## src/cpts_pkg.sv

```systemverilog
`timescale 1ns / 1ps
// Package for the counter priority task scheduler.
// Holds field widths, parameter defaults, request codes and task state codes.
package cpts_pkg;

    localparam int NUM_SLOTS_DEF     = 16;
    localparam int PRIORITY_BITS_DEF = 8;

    localparam int ACTION_W   = 3;
    localparam int SLOT_IN_W  = 4;
    localparam int PRIO_IN_W  = 8;
    localparam int TASK_OUT_W = 4;

    typedef enum logic [ACTION_W-1:0] {
        ACT_TICK   = 3'd0,
        ACT_CREATE = 3'd1,
        ACT_WAIT   = 3'd2,
        ACT_WAKE   = 3'd3,
        ACT_EXIT   = 3'd4
    } t_action;

    typedef enum logic [1:0] {
        ST_RUNNING = 2'd0,
        ST_WAITING = 2'd1,
        ST_EXITED  = 2'd2
    } t_task_state;

endpackage

```

## src/cpts_mem.sv

```systemverilog
`timescale 1ns / 1ps
// Slot memory holding priority and time-slice counter per task slot.
// One write port, one read port with registered read data; no dependencies.
module cpts_mem #(
    parameter int NUM_SLOTS = 16,
    parameter int CNT_W     = 8
) (
    input  logic                         i_clk,
    input  logic                         i_we,
    input  logic [$clog2(NUM_SLOTS)-1:0] i_waddr,
    input  logic [CNT_W-1:0]             i_wprio,
    input  logic [CNT_W-1:0]             i_wcnt,
    input  logic [$clog2(NUM_SLOTS)-1:0] i_raddr,
    output logic [CNT_W-1:0]             o_rprio,
    output logic [CNT_W-1:0]             o_rcnt
);

    logic [2*CNT_W-1:0] r_mem [NUM_SLOTS];
    logic [2*CNT_W-1:0] r_rdata;

    always_ff @(posedge i_clk) begin
        if (i_we) begin
            r_mem[i_waddr] <= {i_wprio, i_wcnt};
        end
        r_rdata <= r_mem[i_raddr];
    end

    assign o_rprio = r_rdata[2*CNT_W-1:CNT_W];
    assign o_rcnt  = r_rdata[CNT_W-1:0];

endmodule

```

## src/cpts_pick.sv

```systemverilog
`timescale 1ns / 1ps
// Shared compare unit: tracks the largest counter seen during a slot sweep.
// Strict greater-than keeps the lowest slot on ties; no dependencies.
module cpts_pick #(
    parameter int NUM_SLOTS = 16,
    parameter int CNT_W     = 8
) (
    input  logic                         i_clk,
    input  logic                         i_rst_n,
    input  logic                         i_clear,
    input  logic                         i_en,
    input  logic [$clog2(NUM_SLOTS)-1:0] i_idx,
    input  logic [CNT_W-1:0]             i_cnt,
    output logic [$clog2(NUM_SLOTS)-1:0] o_best_idx,
    output logic [CNT_W-1:0]             o_best_cnt
);

    logic [$clog2(NUM_SLOTS)-1:0] r_best_idx;
    logic [CNT_W-1:0]             r_best_cnt;

    always_ff @(posedge i_clk) begin
        if (!i_rst_n || i_clear) begin
            r_best_idx <= '0;
            r_best_cnt <= '0;
        end else if (i_en && (i_cnt > r_best_cnt)) begin
            r_best_idx <= i_idx;
            r_best_cnt <= i_cnt;
        end
    end

    assign o_best_idx = r_best_idx;
    assign o_best_cnt = r_best_cnt;

endmodule

```

## src/counter_priority_task_scheduler.sv

```systemverilog
`timescale 1ns / 1ps
// Top level of the counter priority task scheduler: sequencer, slot flags, result register.
// Uses cpts_pkg, cpts_mem and cpts_pick.
//
//   channel  | valid        | ready        | payload
//   ---------+--------------+--------------+------------------------------------------
//   request  | i_in_valid   | o_in_ready   | i_action, i_slot, i_priority_req
//   result   | o_out_valid  | i_out_ready  | o_current_task, o_switched, o_refilled
//
// Create, wake and unknown codes go straight to the result state; a tick without
// reschedule passes S_TICK first. A reschedule sweeps the slot memory one slot per
// cycle through the compare unit: wait and exit start it at once, a tick after S_TICK
// when the counter runs out; a refill sweep follows when no running task has counter left.
// Reset is synchronous, active low; it leaves only the idle slot in use.
// A request is taken while a result waits; the next result holds until the last is taken.
module counter_priority_task_scheduler #(
    parameter int NUM_SLOTS     = cpts_pkg::NUM_SLOTS_DEF,
    parameter int PRIORITY_BITS = cpts_pkg::PRIORITY_BITS_DEF
) (
    input  logic                            i_clk,
    input  logic                            i_rst_n,
    input  logic                            i_in_valid,
    output logic                            o_in_ready,
    input  logic [cpts_pkg::ACTION_W-1:0]   i_action,
    input  logic [cpts_pkg::SLOT_IN_W-1:0]  i_slot,
    input  logic [cpts_pkg::PRIO_IN_W-1:0]  i_priority_req,
    output logic                            o_out_valid,
    input  logic                            i_out_ready,
    output logic [cpts_pkg::TASK_OUT_W-1:0] o_current_task,
    output logic                            o_switched,
    output logic                            o_refilled
);

    localparam int SLOT_W = $clog2(NUM_SLOTS);
    localparam logic [SLOT_W-1:0] LAST_SLOT = SLOT_W'(NUM_SLOTS - 1);
    localparam logic [SLOT_W-1:0] FIRST_SLOT = SLOT_W'(1);

    typedef enum logic [2:0] {
        S_IDLE,
        S_TICK,
        S_SCAN,
        S_SCAN_CHK,
        S_REFILL,
        S_REFILL_CHK,
        S_FIN
    } t_state;

    t_state                           r_state, n_state;
    logic [SLOT_W-1:0]                r_cur, n_cur;
    logic [SLOT_W-1:0]                r_before, n_before;
    logic                             r_refill, n_refill;
    logic [SLOT_W-1:0]                r_idx, n_idx;
    logic                             r_issue, n_issue;
    logic                             r_rd_vld, n_rd_vld;
    logic [SLOT_W-1:0]                r_rd_idx, n_rd_idx;
    logic [NUM_SLOTS-1:0]             r_used, n_used;
    cpts_pkg::t_task_state            r_tstate [NUM_SLOTS];
    cpts_pkg::t_task_state            n_tstate [NUM_SLOTS];
    logic                             r_out_valid, n_out_valid;
    logic [cpts_pkg::TASK_OUT_W-1:0]  r_out_task, n_out_task;
    logic                             r_out_sw, n_out_sw;
    logic                             r_out_ref, n_out_ref;

    logic                             in_acc;
    logic                             slot_ok;
    logic [SLOT_W-1:0]                slot_idx;
    logic [PRIORITY_BITS-1:0]         prio_in;
    logic [PRIORITY_BITS-1:0]         tick_cnt;
    logic                             mem_we;
    logic [SLOT_W-1:0]                mem_waddr;
    logic [PRIORITY_BITS-1:0]         mem_wprio;
    logic [PRIORITY_BITS-1:0]         mem_wcnt;
    logic [SLOT_W-1:0]                mem_raddr;
    logic [PRIORITY_BITS-1:0]         rd_prio;
    logic [PRIORITY_BITS-1:0]         rd_cnt;
    logic                             sweep;
    logic                             eligible;
    logic                             pick_clear;
    logic                             pick_en;
    logic [PRIORITY_BITS-1:0]         pick_cnt;
    logic [SLOT_W-1:0]                best_idx;
    logic [PRIORITY_BITS-1:0]         best_cnt;

    assign o_in_ready = (r_state == S_IDLE);
    assign in_acc     = i_in_valid && o_in_ready;
    assign slot_ok    = (32'(i_slot) < NUM_SLOTS);
    assign slot_idx   = SLOT_W'(i_slot);
    assign prio_in    = PRIORITY_BITS'(i_priority_req);
    assign tick_cnt   = (r_cur == '0) ? '0 : rd_cnt;
    assign mem_raddr  = (r_state == S_IDLE) ? r_cur : r_idx;

    assign sweep      = (r_state == S_SCAN) || (r_state == S_REFILL);
    assign eligible   = r_used[r_rd_idx] && (r_tstate[r_rd_idx] == cpts_pkg::ST_RUNNING);
    assign pick_clear = (r_state == S_IDLE);
    assign pick_en    = sweep && r_rd_vld && eligible;
    assign pick_cnt   = (r_state == S_REFILL) ? rd_prio : rd_cnt;

    cpts_mem #(
        .NUM_SLOTS (NUM_SLOTS),
        .CNT_W     (PRIORITY_BITS)
    ) u_mem (
        .i_clk   (i_clk),
        .i_we    (mem_we),
        .i_waddr (mem_waddr),
        .i_wprio (mem_wprio),
        .i_wcnt  (mem_wcnt),
        .i_raddr (mem_raddr),
        .o_rprio (rd_prio),
        .o_rcnt  (rd_cnt)
    );

    cpts_pick #(
        .NUM_SLOTS (NUM_SLOTS),
        .CNT_W     (PRIORITY_BITS)
    ) u_pick (
        .i_clk      (i_clk),
        .i_rst_n    (i_rst_n),
        .i_clear    (pick_clear),
        .i_en       (pick_en),
        .i_idx      (r_rd_idx),
        .i_cnt      (pick_cnt),
        .o_best_idx (best_idx),
        .o_best_cnt (best_cnt)
    );

    always_comb begin
        n_state     = r_state;
        n_cur       = r_cur;
        n_before    = r_before;
        n_refill    = r_refill;
        n_idx       = r_idx;
        n_issue     = r_issue;
        n_rd_vld    = 1'b0;
        n_rd_idx    = r_idx;
        n_used      = r_used;
        n_tstate    = r_tstate;
        n_out_valid = r_out_valid;
        n_out_task  = r_out_task;
        n_out_sw    = r_out_sw;
        n_out_ref   = r_out_ref;
        mem_we      = 1'b0;
        mem_waddr   = r_cur;
        mem_wprio   = '0;
        mem_wcnt    = '0;

        if (r_out_valid && i_out_ready) begin
            n_out_valid = 1'b0;
        end

        case (r_state)
            S_IDLE: begin
                if (in_acc) begin
                    n_before = r_cur;
                    n_refill = 1'b0;
                    n_state  = S_FIN;
                    case (i_action)
                        cpts_pkg::ACT_TICK: begin
                            n_state = S_TICK;
                        end
                        cpts_pkg::ACT_CREATE: begin
                            if (slot_ok && (slot_idx != '0)) begin
                                n_used[slot_idx]   = 1'b1;
                                n_tstate[slot_idx] = cpts_pkg::ST_RUNNING;
                                mem_we             = 1'b1;
                                mem_waddr          = slot_idx;
                                mem_wprio          = prio_in;
                            end
                        end
                        cpts_pkg::ACT_WAIT: begin
                            n_tstate[r_cur] = cpts_pkg::ST_WAITING;
                            n_state         = S_SCAN;
                            n_idx           = FIRST_SLOT;
                            n_issue         = 1'b1;
                        end
                        cpts_pkg::ACT_WAKE: begin
                            if (slot_ok && r_used[slot_idx]) begin
                                n_tstate[slot_idx] = cpts_pkg::ST_RUNNING;
                            end
                        end
                        cpts_pkg::ACT_EXIT: begin
                            n_tstate[r_cur] = cpts_pkg::ST_EXITED;
                            mem_we          = 1'b1;
                            n_state         = S_SCAN;
                            n_idx           = FIRST_SLOT;
                            n_issue         = 1'b1;
                        end
                        default: begin
                        end
                    endcase
                end
            end
            S_TICK: begin
                if (tick_cnt == '0) begin
                    n_state = S_SCAN;
                    n_idx   = FIRST_SLOT;
                    n_issue = 1'b1;
                end else begin
                    mem_we    = 1'b1;
                    mem_wprio = rd_prio;
                    mem_wcnt  = tick_cnt - 1'b1;
                    if (tick_cnt == PRIORITY_BITS'(1)) begin
                        n_state = S_SCAN;
                        n_idx   = FIRST_SLOT;
                        n_issue = 1'b1;
                    end else begin
                        n_state = S_FIN;
                    end
                end
            end
            S_SCAN, S_REFILL: begin
                if (r_issue) begin
                    n_rd_vld = 1'b1;
                    n_rd_idx = r_idx;
                    if (r_idx == LAST_SLOT) begin
                        n_issue = 1'b0;
                    end else begin
                        n_idx = r_idx + 1'b1;
                    end
                end
                if ((r_state == S_REFILL) && r_rd_vld && r_used[r_rd_idx]) begin
                    mem_we    = 1'b1;
                    mem_waddr = r_rd_idx;
                    mem_wprio = rd_prio;
                    mem_wcnt  = rd_prio;
                end
                if (r_rd_vld && (r_rd_idx == LAST_SLOT)) begin
                    n_state = (r_state == S_SCAN) ? S_SCAN_CHK : S_REFILL_CHK;
                end
            end
            S_SCAN_CHK: begin
                if (best_cnt != '0) begin
                    n_cur   = best_idx;
                    n_state = S_FIN;
                end else begin
                    n_refill = 1'b1;
                    n_state  = S_REFILL;
                    n_idx    = FIRST_SLOT;
                    n_issue  = 1'b1;
                end
            end
            S_REFILL_CHK: begin
                n_cur   = best_idx;
                n_state = S_FIN;
            end
            S_FIN: begin
                if (!r_out_valid || i_out_ready) begin
                    n_out_valid = 1'b1;
                    n_out_task  = cpts_pkg::TASK_OUT_W'(r_cur);
                    n_out_sw    = (r_cur != r_before);
                    n_out_ref   = r_refill;
                    n_state     = S_IDLE;
                end
            end
            default: begin
                n_state = S_IDLE;
            end
        endcase
    end

    always_ff @(posedge i_clk) begin
        if (!i_rst_n) begin
            r_state     <= S_IDLE;
            r_cur       <= '0;
            r_issue     <= 1'b0;
            r_rd_vld    <= 1'b0;
            r_used      <= NUM_SLOTS'(1);
            r_out_valid <= 1'b0;
            for (int i = 0; i < NUM_SLOTS; i++) begin
                r_tstate[i] <= cpts_pkg::ST_RUNNING;
            end
        end else begin
            r_state     <= n_state;
            r_cur       <= n_cur;
            r_issue     <= n_issue;
            r_rd_vld    <= n_rd_vld;
            r_used      <= n_used;
            r_out_valid <= n_out_valid;
            r_tstate    <= n_tstate;
        end
        r_before   <= n_before;
        r_refill   <= n_refill;
        r_idx      <= n_idx;
        r_rd_idx   <= n_rd_idx;
        r_out_task <= n_out_task;
        r_out_sw   <= n_out_sw;
        r_out_ref  <= n_out_ref;
    end

    assign o_out_valid    = r_out_valid;
    assign o_current_task = r_out_task;
    assign o_switched     = r_out_sw;
    assign o_refilled     = r_out_ref;

`ifndef NO_ASSERTIONS
    a_cur_in_range: assert property (@(posedge i_clk) disable iff (!i_rst_n)
        32'(r_cur) < NUM_SLOTS)
        else $error("current slot out of range");

    a_best_consistent: assert property (@(posedge i_clk) disable iff (!i_rst_n)
        (r_state == S_SCAN_CHK || r_state == S_REFILL_CHK) |->
            ((best_idx != '0) == (best_cnt != '0)))
        else $error("pick index and counter disagree");

    a_busy_after_accept: assert property (@(posedge i_clk) disable iff (!i_rst_n)
        (i_in_valid && o_in_ready) |=> !o_in_ready)
        else $error("request taken while previous request in flight");

    a_idle_slot_used: assert property (@(posedge i_clk) disable iff (!i_rst_n)
        r_used[0])
        else $error("idle slot lost its used flag");
`endif

endmodule
```

## config.mk

```make
export PLATFORM = sky130hd
export DESIGN_NAME = counter_priority_task_scheduler
export DESIGN_NICKNAME = d
export VERILOG_FILES = /design/src/cpts_pkg.sv /design/src/cpts_mem.sv /design/src/cpts_pick.sv /design/src/counter_priority_task_scheduler.sv
export SDC_FILE = /design/constraint.sdc
export NUM_CORES = 1
export LEC_CHECK = 0
export ABC_AREA = 1
export BUFFER_PORTS_ARGS = -buffer_cell sky130_fd_sc_hd__clkbuf_2
export CAP_MARGIN = 30
export CORE_MARGIN = 8
export CORE_UTILIZATION = 57
export DETAILED_ROUTE_END_ITERATION = 8
export PLACE_DENSITY = 0.76
export SYNTH_ARGS = -nofsm -noshare
export SYNTH_HDL_FRONTEND = slang
export SYNTH_HIERARCHICAL = 1
export SYNTH_SLANG_ARGS = --single-unit
```

## constraint.sdc

```tcl
create_clock -name i_clk -period 2.96 [get_ports i_clk]
set_clock_uncertainty 0.1 [all_clocks]
set_input_delay 0.296 -clock i_clk [delete_from_list [all_inputs] [get_ports i_clk]]
set_output_delay 0.296 -clock i_clk [all_outputs]
set_load 0.03 [all_outputs]
```

==> flow_summary.yaml <==
status:
  status: "finished, final reports clean"
global_routing:
  grt_overflow: 0
  grt_pass1_wl_um: 70760
  grt_pass1_vias: 13340
  antenna_found_initial: 0
  grt_max_degree: 109
  grt.total_usage_pct: 24.10
power_and_ir_drop:
  p_per_area_nw_per_um2: 864.3
  pwr-share-clk_pct: 27.3
  internal-power_mw: 10.28
  p_leak_nw: 8.260
  swShare_pct: 39.68
  switchingPower_mw: 6.761
  power_mw: 17.04
  combPwrFrac_pct: 37.3
  vdd_drop_max_uv: 935.0
  p_seq_share_pct: 35.4
setup_path:
  crit_start: "r_state[0]"
  crit_fanout: 9
  reg2reg_from: "r_state[0]"
  reg2reg_to: "u_mem/r_mem[4][3]"
  start_kind: "flop"
  cpPeakStageDelay_ns: 0.41
  crit_family: "simple AND/OR/NAND/NOR gates"
  cp_data_required_time_ns: 3.09
  cp-end-kind: "flop"
  cp_common_cell: "nor2_4"
  rrSetupSlack_ns: 0.12
  critPathKind: "reg2reg"
  critical_path_arrival_ns: 2.97
  critPathSlowestCell: "nand3b_1"
  crit_buf_inv: 2
  crit_chain: "nor2_4 > nand2_2 > nor2_4 > inv_1 > nor2_4 > a21oi_1 > o22ai_1 > nand2_1 > nand3b_1 > nor2_2 > buf_4"
  r2r_cells: 11
final_layout:
  diodes: 0
  multiInputGateArea_um2: 6008
  area_growth_pct: 11.58
  final_nets: 2103
  final_cells: 2498
  final-seq-area_um2: 9941
  n_fill_cell: 2429
  drive_gt1_share_pct: 12.65
timing:
  worstMarginPinSlew_ns: 0.8399
  finalMaxSlewViolations: 0
  rsz0062_at_grt: "false"
  setup_viol: 0
  tns_ns: 0
  period_share_pct: 95.97
  relSlewSlack_pct: 43.80
  hold_viol: 0
  setup_slack_ns: 0.1194
  max_freq_mhz: 352.0
  fin_crit_ns: 2.841
clocking:
  post-cts-setup-buffers: 0
  cts-root-buf: "clkbuf_16"
  cts_tree: "done"
  cts.sink_count: 361
  numCtsBuffers: 39
  clkTransAtPathRegs_ns: 0.06
  cts_max_path_buffers: 3
  clock_latency_ns: 0.54
  cts_max_level: 2
synthesis:
  synth_area_leader_cell: "edfxtp_1"
  syn_area_um2: 17670
  synth-seq-area-share_pct: 56.26
  synth_warnings: 6
  yosys_register_bits: 361
  dominantRegCellSynth: "edfxtp_1"
  synthTopCellsByCount: "nand2_1, nand3_1, inv_1"
  ys_top_cells_by_area: "edfxtp_1, nand2_1, dfxtp_1"
  yosysMostFrequentCell: "nand2_1"
  syn_inst: 2023
  syn_nets: 2051
  ys_types: 41
  synth_edf_count: 271
  synthArstFlopShare_pct: 0
  synth_area_per_cell_um2: 8.734
  synth_top_area_share_pct: 46.06
floorplan:
  die_area_um2: 36890
  die_x_um: 192.1
  chipHeight_um: 192.1
  rows: 64
  start_util_pct: 57.76
  core_area_um2: 30590
  ioPinCount: 27
min_path:
  min-delay-start: "i_in_valid"
  worstHoldPathCells: 3
  min_path_type: "in2reg"
  hold_path_end: "r_before[0]"
drt:
  drt-total-wl_um: 44960
  vias: 14050
  dr.first_iter.drc_count: 1519
  drc: 0
  first_pass_iters: 6
  wl_per_cell_um: 18.00
  avgViaCountPerCell: 5.624
  ant_nets: 0
flow_run:
  drv_cap: 0
place:
  dp_cells: 2428
  port_buffers: 26
  place_congestion: 0.9485
  dp_hpwl_um: 29880
  post-place-ws_ns: -0.05035
[sequential cells by signal, indices dropped and copies added (netlist names)]
name / count
r_before: 4
u_mem/r_mem: 256
u_pick/o_best_cnt: 8
r_rd_idx: 4
r_rd_vld: 1
o_out_valid: 1
r_used: 16
o_refilled: 1
r_idx: 4
u_mem/r_rdata: 16
r_refill: 1
r_state: 3
o_switched: 1
o_current_task: 4
u_pick/o_best_idx: 4
r_tstate: 32
r_issue: 1
r_cur: 4
[metal layers]
| metal | share of wire (%) | track usage, % |
|---|---|---|
| met2 | 47 | 39.75 |
| met4 | 2.5 | 6.992 |
| met1 | 41 | 32.33 |
| met5 | 0 | 0 |
| met3 | 9.0 | 4.176 |
[metrics by stage]
stage	area (um^2)	util, %	hold WS [ns]
2_1_floorplan	17670	-	0.2648
3_3_place_gp	18490	60.44	0.3336
3_5_place_dp	18490	60.44	0.3355
4_1_cts	19710	64.43	0.1102
5_1_grt	19710	64.45	0.1204
6_report	19710	64.45	0.1241
[cell type report]
cell class / instances / area share [%]
clock buffers: 53 / 5.268
clock inverters: 15 / 0.8187
inverters: 313 / 5.966
multi-input cells: 1253 / 30.48
repair buffers: 107 / 4.532
well taps: 396 / 2.513
flip-flops and latches: 361 / 50.43
[cells in the final DEF (no fill, tap or decap), types with 18 or more instances in the layout]
cell type,netlist,routed
a21oi_1,55,55
a21oi_2,23,23
buf_4,26,67
clkbuf_16,0,39
clkbuf_2,0,26
dfxtp_1,90,89
edfxtp_1,271,271
inv_1,298,298
nand2_1,546,546
nand3_1,353,353
nand3_2,18,18
nor2_1,100,83
nor2_2,11,28
o21ai_0,71,66
[power by group through the flow]
stage,Combinational (mW),Clock (mW),Sequential [mW]
finish,6.36,4.65,6.03
detailed placement,6.21,0,6.13
global placement,6.12,0,6.12
CTS,6.25,4.69,6.03
floorplan,4.61,0,6.06
global route,6.92,4.90,6.06
[worst max path at each step]
stage,to,slack [ns],cells past startpoint
after detailed placement,u_mem/r_mem[14][4],-0.05,13
final,u_mem/r_mem[4][3],0.12,11
after floorplan,u_mem/r_mem[11][0],0.19,13
after global placement,u_mem/r_mem[3][12],-0.003,13
after CTS,u_mem/r_mem[14][4],0.15,13
after global routing,u_mem/r_mem[4][3],0.01,11
[tightest hold or removal path: cells and delay by family]
kind,cells,cell delay (ns)
simple gates,1,0.08
buf+inv,2,0.21
[logic make-up (layout without fill, tap and decap cells)]
logic type                 count (synthesis)  after routing  share of synthesized area [%]
and+or+nand+nor                         1055           1055                          26.40
buffers and inverters                    409            488                          10.19
DFF                                      361            361                          56.26
AOI/OAI and AO/OA                        182            182                          6.168
adders and majority gates                  9              9                         0.6374
xor gates and xnor gates                   7              7                         0.3470
[repair_timing]
item / CTS / global route
hold buffers: 2 / 0
gates resized for setup: 1 / 2
endpoints found under the setup margin: 109 / 137
pin swaps: 0 / 0
hold endpoints to repair: 2 / 0
Note: power is estimated with default switching activity, not from simulation.
